--- config.mk ---
export PLATFORM = sky130hd
export DESIGN_NAME = smci_ctrl
export DESIGN_NICKNAME = d
export VERILOG_FILES = /design/src/rtl/smci_pkg.sv /design/src/rtl/smci_ctrl.sv
export SDC_FILE = /design/constraint.sdc
export NUM_CORES = 1
export LEC_CHECK = 0
export ABC_AREA = 1
export BUFFER_PORTS_ARGS = -buffer_cell sky130_fd_sc_hd__buf_2
export CAP_MARGIN = 10
export CORE_ASPECT_RATIO = 0.8
export CORE_MARGIN = 2
export CORE_UTILIZATION = 35
export CTS_CLUSTER_SIZE = 10
export DETAILED_ROUTE_END_ITERATION = 12
export PLACE_DENSITY_LB_ADDON = 0.25
export RECOVER_POWER = 25
export SYNTH_ARGS = -nofsm -noshare
export SYNTH_HDL_FRONTEND = slang
export SYNTH_SLANG_ARGS = --single-unit
--- constraint.sdc ---
create_clock -name clk_i -period 1.9 [get_ports clk_i]
set_input_delay 0.19 -clock clk_i [delete_from_list [all_inputs] [get_ports clk_i]]
set_output_delay 0.19 -clock clk_i [all_outputs]
set_load 0.01 [all_outputs]
--- src/rtl/smci_pkg.sv ---
// ----------------------------------------------------------------------------
// smci_pkg
// Shared types, character codes and decode function for the character
// stack interpreter.
// ----------------------------------------------------------------------------
package smci_pkg;

  localparam int unsigned DataW = 64;
  localparam int unsigned AddrW = 16;
  localparam int unsigned CharW = 8;
  localparam int unsigned KindW = 3;

  // Event kinds reported with each result item.
  localparam logic [KindW-1:0] KIND_NONE    = 3'd0;
  localparam logic [KindW-1:0] KIND_PRINT   = 3'd1;
  localparam logic [KindW-1:0] KIND_PUTC    = 3'd2;
  localparam logic [KindW-1:0] KIND_UNKNOWN = 3'd3;
  localparam logic [KindW-1:0] KIND_DIVZERO = 3'd4;

  // Program character codes.
  localparam logic [CharW-1:0] CH_ZERO   = 8'h30;
  localparam logic [CharW-1:0] CH_NINE   = 8'h39;
  localparam logic [CharW-1:0] CH_SPACE  = 8'h20;
  localparam logic [CharW-1:0] CH_ADD    = 8'h2B;
  localparam logic [CharW-1:0] CH_SUB    = 8'h2D;
  localparam logic [CharW-1:0] CH_MUL    = 8'h2A;
  localparam logic [CharW-1:0] CH_DIV    = 8'h2F;
  localparam logic [CharW-1:0] CH_DUP    = 8'h64;
  localparam logic [CharW-1:0] CH_SWAP   = 8'h5E;
  localparam logic [CharW-1:0] CH_LOAD   = 8'h6C;
  localparam logic [CharW-1:0] CH_STORE  = 8'h73;
  localparam logic [CharW-1:0] CH_ADDR   = 8'h40;
  localparam logic [CharW-1:0] CH_JUMP   = 8'h21;
  localparam logic [CharW-1:0] CH_JUMPIF = 8'h3F;
  localparam logic [CharW-1:0] CH_PRINT  = 8'h2E;
  localparam logic [CharW-1:0] CH_SERIAL = 8'h2C;
  localparam logic [CharW-1:0] CH_PUTC   = 8'h24;

  typedef enum logic [4:0] {
    OP_DIGIT, OP_SPACE, OP_ADD, OP_SUB, OP_MUL, OP_DIV, OP_DUP, OP_SWAP,
    OP_LOAD, OP_STORE, OP_ADDR, OP_JUMP, OP_JUMPIF, OP_PRINT, OP_SERIAL,
    OP_PUTC, OP_UNKNOWN
  } op_e;

  // Source of the value written by a push.
  typedef enum logic [3:0] {
    PUSH_SUM, PUSH_DIFF, PUSH_PROD, PUSH_QUOT, PUSH_ZERO, PUSH_LOAD,
    PUSH_NEXT, PUSH_SERIAL, PUSH_T1, PUSH_T2
  } push_src_e;

  // Commands from the controller to the datapath.
  typedef struct packed {
    logic      take;
    logic      digit;
    logic      flush;
    logic      pop;
    logic      cap1;
    logic      cap2;
    logic      push;
    push_src_e push_src;
    logic      mul_step;
    logic      div_start;
    logic      div_mod;
    logic      load_rd;
    logic      store;
    logic      apply;
    logic      out_load;
  } dp_cmd_t;

  // Status from the datapath to the controller.
  typedef struct packed {
    logic clr_done;
    op_e  op;
    logic last;
    logic rd_pos;
    logic t1_zero;
    logic mul_last;
    logic div_done;
  } dp_stat_t;

  function automatic op_e decode_op(logic [CharW-1:0] ch);
    op_e op;
    if (ch >= CH_ZERO && ch <= CH_NINE) begin
      op = OP_DIGIT;
    end else begin
      unique case (ch)
        CH_SPACE:  op = OP_SPACE;
        CH_ADD:    op = OP_ADD;
        CH_SUB:    op = OP_SUB;
        CH_MUL:    op = OP_MUL;
        CH_DIV:    op = OP_DIV;
        CH_DUP:    op = OP_DUP;
        CH_SWAP:   op = OP_SWAP;
        CH_LOAD:   op = OP_LOAD;
        CH_STORE:  op = OP_STORE;
        CH_ADDR:   op = OP_ADDR;
        CH_JUMP:   op = OP_JUMP;
        CH_JUMPIF: op = OP_JUMPIF;
        CH_PRINT:  op = OP_PRINT;
        CH_SERIAL: op = OP_SERIAL;
        CH_PUTC:   op = OP_PUTC;
        default:   op = OP_UNKNOWN;
      endcase
    end
    return op;
  endfunction

endpackage

--- src/rtl/smci_ctrl.sv ---
// ----------------------------------------------------------------------------
// smci_ctrl
// Controller: sequences the micro-steps of each program character and owns
// the input and output handshakes.
// ----------------------------------------------------------------------------
module smci_ctrl (
  input  logic               clk_i,
  input  logic               rst_ni,
  input  logic               in_valid_i,
  output logic               in_ready_o,
  output logic               out_valid_o,
  input  logic               out_ready_i,
  input  smci_pkg::dp_stat_t stat_i,
  output smci_pkg::dp_cmd_t  cmd_o
);

  localparam logic [4:0] ST_CLEAR    = 5'd0;
  localparam logic [4:0] ST_IDLE     = 5'd1;
  localparam logic [4:0] ST_DECODE   = 5'd2;
  localparam logic [4:0] ST_FLUSH    = 5'd3;
  localparam logic [4:0] ST_DISPATCH = 5'd4;
  localparam logic [4:0] ST_POP1     = 5'd5;
  localparam logic [4:0] ST_CAP1     = 5'd6;
  localparam logic [4:0] ST_POP2     = 5'd7;
  localparam logic [4:0] ST_CAP2     = 5'd8;
  localparam logic [4:0] ST_MUL      = 5'd9;
  localparam logic [4:0] ST_DIVGO    = 5'd10;
  localparam logic [4:0] ST_DIVWAIT  = 5'd11;
  localparam logic [4:0] ST_LOADRD   = 5'd12;
  localparam logic [4:0] ST_STORE    = 5'd13;
  localparam logic [4:0] ST_PUSH     = 5'd14;
  localparam logic [4:0] ST_PUSH2    = 5'd15;
  localparam logic [4:0] ST_APPLY    = 5'd16;
  localparam logic [4:0] ST_DONE     = 5'd17;

  logic [4:0]    state_q, state_d;
  logic          ovalid_q, ovalid_d;
  smci_pkg::op_e op;

  assign op = stat_i.op;

  always_comb begin
    state_d  = state_q;
    ovalid_d = ovalid_q & ~out_ready_i;
    cmd_o    = '0;
    cmd_o.push_src = smci_pkg::PUSH_ZERO;
    cmd_o.div_mod  = (op != smci_pkg::OP_DIV);
    unique case (state_q)
      ST_CLEAR: begin
        if (stat_i.clr_done) state_d = ST_IDLE;
      end
      ST_IDLE: begin
        if (in_valid_i) begin
          cmd_o.take = 1'b1;
          state_d    = ST_DECODE;
        end
      end
      ST_DECODE: begin
        if (op == smci_pkg::OP_DIGIT) begin
          cmd_o.digit = 1'b1;
          state_d     = stat_i.last ? ST_FLUSH : ST_DONE;
        end else begin
          state_d = ST_FLUSH;
        end
      end
      ST_FLUSH: begin
        cmd_o.flush = 1'b1;
        state_d     = (op == smci_pkg::OP_DIGIT) ? ST_DONE : ST_DISPATCH;
      end
      ST_DISPATCH: begin
        case (op)
          smci_pkg::OP_ADDR, smci_pkg::OP_SERIAL: state_d = ST_PUSH;
          smci_pkg::OP_SPACE:                     state_d = ST_DONE;
          smci_pkg::OP_UNKNOWN:                   state_d = ST_APPLY;
          default:                                state_d = ST_POP1;
        endcase
      end
      ST_POP1: begin
        cmd_o.pop = 1'b1;
        state_d   = ST_CAP1;
      end
      ST_CAP1: begin
        cmd_o.cap1 = 1'b1;
        case (op)
          smci_pkg::OP_JUMPIF: state_d = stat_i.rd_pos ? ST_POP2 : ST_DONE;
          smci_pkg::OP_DUP:    state_d = ST_PUSH;
          smci_pkg::OP_LOAD:   state_d = ST_DIVGO;
          smci_pkg::OP_JUMP, smci_pkg::OP_PRINT, smci_pkg::OP_PUTC:
            state_d = ST_APPLY;
          default:             state_d = ST_POP2;
        endcase
      end
      ST_POP2: begin
        cmd_o.pop = 1'b1;
        state_d   = ST_CAP2;
      end
      ST_CAP2: begin
        cmd_o.cap2 = 1'b1;
        case (op)
          smci_pkg::OP_MUL:    state_d = ST_MUL;
          smci_pkg::OP_DIV:    state_d = ST_DIVGO;
          smci_pkg::OP_STORE:  state_d = ST_DIVGO;
          smci_pkg::OP_JUMPIF: state_d = ST_APPLY;
          default:             state_d = ST_PUSH;
        endcase
      end
      ST_MUL: begin
        cmd_o.mul_step = 1'b1;
        if (stat_i.mul_last) state_d = ST_PUSH;
      end
      ST_DIVGO: begin
        // A zero divisor skips the divider and pushes zero.
        if (op == smci_pkg::OP_DIV && stat_i.t1_zero) begin
          state_d = ST_PUSH;
        end else begin
          cmd_o.div_start = 1'b1;
          state_d         = ST_DIVWAIT;
        end
      end
      ST_DIVWAIT: begin
        if (stat_i.div_done) begin
          case (op)
            smci_pkg::OP_LOAD:  state_d = ST_LOADRD;
            smci_pkg::OP_STORE: state_d = ST_STORE;
            default:            state_d = ST_PUSH;
          endcase
        end
      end
      ST_LOADRD: begin
        cmd_o.load_rd = 1'b1;
        state_d       = ST_PUSH;
      end
      ST_STORE: begin
        cmd_o.store = 1'b1;
        state_d     = ST_DONE;
      end
      ST_PUSH: begin
        cmd_o.push = 1'b1;
        state_d    = ST_DONE;
        case (op)
          smci_pkg::OP_ADD:    cmd_o.push_src = smci_pkg::PUSH_SUM;
          smci_pkg::OP_SUB:    cmd_o.push_src = smci_pkg::PUSH_DIFF;
          smci_pkg::OP_MUL:    cmd_o.push_src = smci_pkg::PUSH_PROD;
          smci_pkg::OP_DIV: begin
            if (stat_i.t1_zero) begin
              cmd_o.push_src = smci_pkg::PUSH_ZERO;
              state_d        = ST_APPLY;
            end else begin
              cmd_o.push_src = smci_pkg::PUSH_QUOT;
            end
          end
          smci_pkg::OP_LOAD:   cmd_o.push_src = smci_pkg::PUSH_LOAD;
          smci_pkg::OP_ADDR:   cmd_o.push_src = smci_pkg::PUSH_NEXT;
          smci_pkg::OP_SERIAL: cmd_o.push_src = smci_pkg::PUSH_SERIAL;
          smci_pkg::OP_DUP, smci_pkg::OP_SWAP: begin
            cmd_o.push_src = smci_pkg::PUSH_T1;
            state_d        = ST_PUSH2;
          end
          default:             cmd_o.push_src = smci_pkg::PUSH_ZERO;
        endcase
      end
      ST_PUSH2: begin
        cmd_o.push     = 1'b1;
        cmd_o.push_src = (op == smci_pkg::OP_SWAP) ? smci_pkg::PUSH_T2
                                                   : smci_pkg::PUSH_T1;
        state_d        = ST_DONE;
      end
      ST_APPLY: begin
        cmd_o.apply = 1'b1;
        state_d     = ST_DONE;
      end
      ST_DONE: begin
        // Hand the result to the output register once it is free.
        if (!ovalid_q || out_ready_i) begin
          cmd_o.out_load = 1'b1;
          ovalid_d       = 1'b1;
          state_d        = ST_IDLE;
        end
      end
      default: state_d = ST_IDLE;
    endcase
  end

  always_ff @(posedge clk_i or negedge rst_ni) begin
    if (!rst_ni) begin
      state_q  <= ST_CLEAR;
      ovalid_q <= 1'b0;
    end else begin
      state_q  <= state_d;
      ovalid_q <= ovalid_d;
    end
  end

  assign in_ready_o  = (state_q == ST_IDLE);
  assign out_valid_o = ovalid_q;

endmodule
### After elaboration in Yosys (flattened, before gate mapping)

Cells that the tools add are included.

| storage, ports and cells | value |
|---|---|
| register bits | 6 |
| input bits | 15 |
| output and inout port bits | 20 |
| word-level logic and storage cells | 94 |

| operators by class | value |
|---|---|
| equal/unequal tests | 39 |
| muxes and demuxes | 39 |
| bitwise gates (word level) | 2 |
| reductions and logical operators | 12 |

Operators by type and width:

| kind | count |
|---|---|
| equality test 5 x 4 -> 1 bit (second input constant) | 16 |
| case mux 5 bit (16 select lines) | 1 |
| 2-to-1 mux 5 bit | 9 |
| equality test 5 x 3 -> 1 bit (second input constant) | 8 |
| case mux 4 bit (8 select lines) | 1 |
| case mux 5 bit (3 select lines) | 2 |
| equality test 5 x 2 -> 1 bit (second input constant) | 4 |
| 2-to-1 mux 1 bit | 20 |
| case mux 5 bit (2 select lines) | 2 |
| case mux 5 bit (4 select lines) | 1 |
| equality test 5 bit (second input constant) | 3 |
| equality test 5 x 1 -> 1 bit (second input constant) | 2 |
| zero test 5 bit | 2 |
| inequality test 2 bit (second input constant) | 5 |
| OR reduction 2 bit | 4 |
| 2-to-1 mux 3 bit | 2 |
| OR reduction 3 bit | 2 |
| inequality test 5 x 3 -> 1 bit (second input constant) | 1 |
| AND reduction 5 bit | 1 |
| case mux 2 bit (2 select lines) | 1 |
| bitwise AND 1 bit | 1 |
| logical AND 1 bit | 1 |
| zero test 1 bit | 1 |
| logical OR 1 bit | 1 |
| NOT 1 bit | 1 |

### Logic depth before layout (Yosys ltp)

Gate-level depths: netlist (run 1).

| logic depth | value |
|---|---|
| depth in word-level cells | 4 |
| gate-level depth with buffers | 11 |
| depth with buffers taken out | 11 |

### Least setup slack after synthesis (run 1)

No wires, ideal clock.

| path | value |
|---|---|
| path kind | register to register |
| from | register state_q[0] |
| to | register state_q[0] |
| library setup time | 0.126 ns |
| arrival time | 1.371 ns |
| required time | 1.774 ns |
| slack | 0.403 ns |
| cell stages (with the launch flop) | 11 |
| path buffers | 0 |
| clock period less this slack | 1.497 ns |
| path through | dfrtp_1 -> nor2_1 -> inv_2 -> nor2_1 -> nor2_1 -> nand2_1 -> nor2_1 -> nand2_1 -> nand2_1 -> nor2_1 -> nor2_1 |

| between the ends | value |
|---|---|
| longest elaborated chain between the ends | 3 |
| elaborated cells on any way between the ends | 26 |
| those cells by class | eq/ne (22); mux (1); reduce/logical (3) |

RTL lines:

| what | line | text |
|---|---|---|
| from (decl) | smci_ctrl.sv:36 | `logic [4:0] state_q, state_d;` |
| from (signal assigned) | smci_ctrl.sv:189 | `state_q <= state_d;` |
| equality test 5 bit, or another cell as far along | smci_ctrl.sv:48 | `unique case (state_q)` |
| OR reduction 3 bit (no line) or inequality test 2 bit (tied branches) | -- |  |
| case mux 5 bit (16 select lines) or AND reduction 5 bit (tied branches) | -- |  |

Several ways; a longest one is shown, not always the timed one.
A chain may end at the register's enable or synchronous reset.

==> metrics.yaml, run 1 <==
outcome: "finished, final reports clean"
cp-start-kind: "register"
ys_warn_count: 0
crit_type: "reg -> out"
dp_hpwl_um: 2620
insertion_delay_ns: 0.24
syn_area_sq_um: 1020
dr.pass1.iters: 4
post-route-cell-area_sq_um: 1280
fin_tns_setup_ns: 0
synth_cells: 208
ctsLongestPathBuffers: 2
final_common_cell: "nor2_1"
vias: 1401
finalPower_mw: 1.11
diodes: 0
fp.dieW_um: 64.4
ys_types: 19
setup-violations-final: 0
hold_class: "in -> reg"
start_util_pct: 36.9
grt_usage_pct: 18.6
grt_max_degree: 12
nets: 264
ctsHtreeMaxLevel: 1
fin_worst_skew_ns: 0.00329
dieArea_sq_um: 3360
p_per_area_nw_per_um2: 868
wire_per_inst_um: 10.9
cts_root_buf: "clkbuf_4"
pre_cts_ws_ns: 0.246
fin_ws_ns: 0.173
fin_crit_sh_pct: 90.9
grt_overflow_total: 0
max_cap_viol_count: 0
grt_pass1_vias: 1140
portBuffers: 34
syn_area_per_cell_sq_um: 4.90
core_area_sq_um: 2770
gp_congestion: 0.942
synth_top_area_share_pct: 19.1
arrival_ns: 1.54
required_ns: 1.71
totalWireLength_um: 3110
cts_tree: "built"
finalMaxSlewViolations: 0
max_slew_margin_pct: 79.7
hold_viol_final: 0
postPlaceCellArea_sq_um: 1250
final_cell_mix: "nor2_1 (52), nand2_1 (49), buf_2 (32), inv_1 (28), nand3_1 (27)"
grt_antenna_before_repair: 0
cp_max_fo: 6
ff2ff_setup_slack_ns: 0.20
endpoint_kind: "output port"
grt_pass1_wl_um: 5040
synthTopCellsByArea: "nor2_1 (19%), nand2_1 (18%), dfrtp_1 (15%)"
nFillCells: 298
drive_gt1_share_pct: 19.8
area_growth_pct: 25.5
die_h_um: 52.3
vias_per_cell: 4.92
drc: 0
drt_iter0_markers: 102
io_pins: 35
synth_top_area_cell: "nor2_1"
synth-seq-cells: 6
cts_made_buffers: 3
clkSinkCount: 6
path_clk_slew_ns: 0.04
synth_seq_area_share_pct: 14.7
vdd_drop_max_mv: 0.606
syn-num-nets: 223
post-cts-setup-buffers: 0
fmax_ghz: 0.579
p_leak_nw: 0.760
rows: 17
antenna_left: 0
rsz0062_at_grt: "no"
min_period_ns: 1.73
worst_slew_pin_slew_ns: 0.303
==> cells in the mapped netlist, drive strengths merged <==
master and n:
nor2 57, nand2 50, inv 34, nand3 27, nand4 8, o21ai 7, dfrtp 6, nor3 6
a21oi 4, o211ai 3, a31oi 1, buf 1, clkinv 1, o21bai 1, o22ai 1, or2 1
==> through the flow <==
step	hold slack, ns	cells	util (%)
floorplan	-0.106	208	-
global placement	0.0152	281	45.1
detailed placement	0.0159	281	45.1
CTS	0.171	285	46.3
global route	0.169	285	46.3
finish	0.173	285	46.3
==> routing by layer <==
metal | global-route usage [%] | wire length, um | part of all wire [%] | vias to the layer above
li1 | - | - | - | 749
met1 | 29.1 | 1580 | 51 | 600
met2 | 27.6 | 1260 | 40 | 52
met3 | 2.80 | 276 | 8.9 | 0
met4 | 1.06 | 0 | 0 | 0
met5 | 0 | 0 | 0 | -
==> where the power goes <==
part / total (mW) / leakage (nW) / internal (mW) / switching (mW)
Sequential: 0.227 / 0.0783 / 0.169 / 0.0582
Combinational: 0.772 / 0.668 / 0.254 / 0.518
Clock: 0.112 / 0.0138 / 0.0711 / 0.0408
Total: 1.11 / 0.760 / 0.494 / 0.617
==> worst max-delay path, stage by stage, from the launching register on <==
cell and delay [ns]:
dfrtp_1 0.44, inv_2 0.06, nor2_2 0.22, inv_2 0.08, nor2_1 0.24, nand2_1 0.08
inv_1 0.05, buf_2 0.12
==> timing repair <==
action,in CTS,in global routing
hold buffers,1,0
gates resized for setup,0,2
setup endpoints to repair,0,4
endpoints found under the hold margin,6,0
==> path summary, 6_finish.rpt <==
path	startpoint	to	cells past startpoint
setup / recovery	state_q[1]	cmd_o[5]	7
hold / removal	out_ready_i	out_valid_o	2
setup reg to reg	state_q[3]	state_q[0]	10
hold reg to reg	out_valid_o	out_valid_o	2
max in group asynchronous	rst_ni	state_q[2]	2
min in group asynchronous	rst_ni	state_q[3]	2
==> logic make-up (layout without fill, tap and decap cells) <==
logic type | count (synthesis) | count (layout) | share of synthesized area (%)
AO/OA/AOI/OAI | 17 | 17 | 9.57
buffers and inverters | 36 | 75 | 13.4
flip-flops | 6 | 6 | 14.7
AND/OR/NAND/NOR | 149 | 149 | 62.3
==> cell type report <==
cell class              instances  area, sq um  area share, %
well taps                      38         47.5           3.71
repair buffers                 37          193           15.1
multi-input cells             166          736           57.5
clock buffers                   3         22.5           1.76
inverters                      35          131           10.3
flip-flops and latches          6          150           11.7
==> sequential cells by signal, summed over array words and instances (netlist names) <==
signal	cells
out_valid_o	1
state_q	5
No activity file was read; power rests on OpenSTA's default activity.
==> run 2: changes to the inputs <==
--- a/config.mk
+++ b/config.mk
@@ -13,7 +13,6 @@
 export CORE_UTILIZATION = 35
 export CTS_CLUSTER_SIZE = 10
 export DETAILED_ROUTE_END_ITERATION = 12
-export PLACE_DENSITY_LB_ADDON = 0.25
 export RECOVER_POWER = 25
 export SYNTH_ARGS = -nofsm -noshare
 export SYNTH_HDL_FRONTEND = slang
==> run 2 against run 1 <==
Compared with the run above:
- via count is 5.4% higher
- combinational power rose by 4.0%
- wire length grew 4.9%
- global-route usage up 1.0 points
- hold slack gained 0.0037 ns
- clock-buffer cell count unchanged
- sequential cell count unchanged
- non-clock buffer count grew 1
==> metrics.yaml, run 2 (synthesis gave the netlist of run 1 again) <==
finalPower_mw: 1.14  # was 1.11 mW
portBuffers: 34  # unchanged
crit_start: "state_q[4]"  # was state_q[1]
p_leak_nw: 0.762  # was 0.760 nW
outcome: "finished, final reports clean"  # unchanged
start_util_pct: 36.9  # unchanged
fin_crit_sh_pct: 92.8  # was 90.9%
cp_max_fo: 7  # was 6
fin_hold_ws_ns: 0.177  # was 0.173 ns
crit_type: "reg -> out"  # unchanged
nets: 265  # was 264
max_cap_viol_count: 0  # unchanged
dr.pass1.iters: 4  # unchanged
rows: 17  # unchanged
post-cts-setup-buffers: 0  # unchanged
rr_worst_depth: 10  # unchanged
grt_pass1_wl_um: 5330  # was 5040 um
worst_path_largest_cell_delay_ns: 0.42  # was 0.44 ns
ctsLongestPathBuffers: 2  # unchanged
fin_tns_setup_ns: 0  # unchanged
holdPathEnd: "out_valid_o"  # unchanged
endpoint_kind: "output port"  # unchanged
whs_path_depth: 2  # unchanged
grt_max_degree: 12  # unchanged
hold_viol_final: 0  # unchanged
hp-start: "out_ready_i"  # unchanged
top_register: "state_q"  # unchanged
sw_frac_of_total_pct: 55.2  # was 55.5%
vdd_drop_max_mv: 0.480  # was 0.606 mV
r2r-end: "state_q[0]"  # unchanged
final_common_cell: "nor2_1"  # unchanged
drt_iter0_markers: 130  # was 102
p_sw_uw: 628  # was 617 uW
clkSinkCount: 6  # unchanged
totalWireLength_um: 3270  # was 3110 um
rr_startpoint: "state_q[3]"  # unchanged
diodes: 0  # unchanged
ff2ff_setup_slack_ns: 0.27  # was 0.20 ns
arrival_ns: 1.57  # was 1.54 ns
grt_overflow_total: 0  # unchanged
area_growth_pct: 26.3  # was 25.5%
fin_ws_ns: 0.136  # was 0.173 ns
core_area_sq_um: 2770  # unchanged
grt_pass1_vias: 1210  # was 1140
largest_reg_flops: 5  # unchanged
pwr-share-clk_pct: 9.5  # was 10.1%
final_cell_mix: "nor2_1 (52), nand2_1 (49), buf_2 (32), inv_1 (28), nand3_1 (27)"  # unchanged
cts_tree: "built"  # unchanged
wire_per_inst_um: 11.4  # was 10.9 um
antenna_left: 0  # unchanged
path_cells: "inv_2 > nand3_1 > inv_1 > nand2_1 > o21ai_0 > buf_2"  # was inv_2 > nor2_2 > inv_2 > nor2_1 > nand2_1 > inv_1 > buf_2
ctsHtreeMaxLevel: 1  # unchanged
min_period_ns: 1.76  # was 1.73 ns
path_clk_slew_ns: 0.04  # about the same
postLayoutCoreUtil_pct: 46.6  # was 46.3%
die_h_um: 52.3  # unchanged
fmax_ghz: 0.567  # was 0.579 GHz
required_ns: 1.71  # about the same
finalMaxSlewViolations: 0  # unchanged
cp-start-kind: "register"  # unchanged
slowest_stage: "dfrtp_1"  # unchanged
vias_per_cell: 5.16  # was 4.92
drive_gt1_share_pct: 20.2  # was 19.8%
fin_worst_skew_ns: 0.000563  # was 0.00329 ns
pre_cts_ws_ns: 0.216  # was 0.246 ns
fp.dieW_um: 64.4  # unchanged
setup-violations-final: 0  # unchanged
rsz0062_at_grt: "no"  # unchanged
dp_hpwl_um: 2740  # was 2620 um
worst_slew_pin_slew_ns: 0.512  # was 0.303 ns
p_seq_share_pct: 19.9  # was 20.5%
grt_usage_pct: 19.6  # was 18.6%
p_int_uw: 510  # was 494 uW
p_per_area_nw_per_um2: 884  # was 868 nW/um^2
drc: 0  # unchanged
dieArea_sq_um: 3360  # unchanged
gp_congestion: 0.918  # was 0.942
cts_root_buf: "clkbuf_4"  # unchanged
insertion_delay_ns: 0.23  # was 0.24 ns
vias: 1476  # was 1401
combPwrFrac_pct: 70.6  # was 69.5%
grt_antenna_before_repair: 0  # unchanged
hold_class: "in -> reg"  # unchanged
io_pins: 35  # unchanged
max_slew_margin_pct: 65.7  # was 79.7%
cts_made_buffers: 3  # unchanged
[run 2: final cells by class]
| type | instances | area, sq um |
|---|---|---|
| fillers | 311 | 1480 |
| flip-flops and latches | 6 | 150 |
| clock buffers | 3 | 22.5 |
| multi-input cells | 166 | 736 |
| repair buffers | 38 | 200 |
| inverters | 35 | 131 |
| well taps | 38 | 47.5 |
[run 2: per-layer routing]
layer / vias up / share of wire, % / global-route usage, % / wire length, um
met5: - / 0 / 0 / 0
met4: 0 / 0 / 1.06 / 0
met3: 0 / 8.5 / 2.15 / 279
met2: 77 / 41 / 30.6 / 1340
met1: 648 / 50 / 30.2 / 1650
li1: 751 / - / - / -
[run 2: repair_timing]
action,CTS,global route
gates resized for setup,0,3
endpoints found under the setup margin,0,4
hold endpoints to repair,6,0
hold buffers,1,0
[run 2: power groups by stage]
stage | Combinational [mW] | Clock [mW] | Sequential (mW)
global route | 0.909 | 0.127 | 0.234
detailed placement | 0.784 | 0 | 0.226
CTS | 0.791 | 0.115 | 0.225
global placement | 0.800 | 0 | 0.228
finish | 0.803 | 0.109 | 0.226
floorplan | 0.562 | 0 | 0.215
[run 2: worst max path at each step]
| stage | slack (ns) | endpoint |
|---|---|---|
| 2_1_floorplan | 0.40 | state_q[0] |
| 3_3_place_gp | 0.15 | state_q[0] |
| 3_5_place_dp | 0.22 | state_q[0] |
| 4_1_cts | 0.13 | cmd_o[10] |
| 5_1_grt | 0.03 | cmd_o[10] |
| 6_report | 0.14 | cmd_o[10] |
[run 2: stage by stage]
stage	std cells	instance area [sq um]
floorplan	208	1020
global placement	282	1250
detailed placement	282	1250
CTS	286	1290
global route	286	1290
finish	286	1290
[run 2: worst max-delay path: cells and delay by family (launching register included)]
family | cells | cell delay (ns)
buffers and inverters | 3 | 0.42
AND/OR/NAND/NOR | 2 | 0.27
flip-flops | 1 | 0.42
AO/OA/AOI/OAI | 1 | 0.22
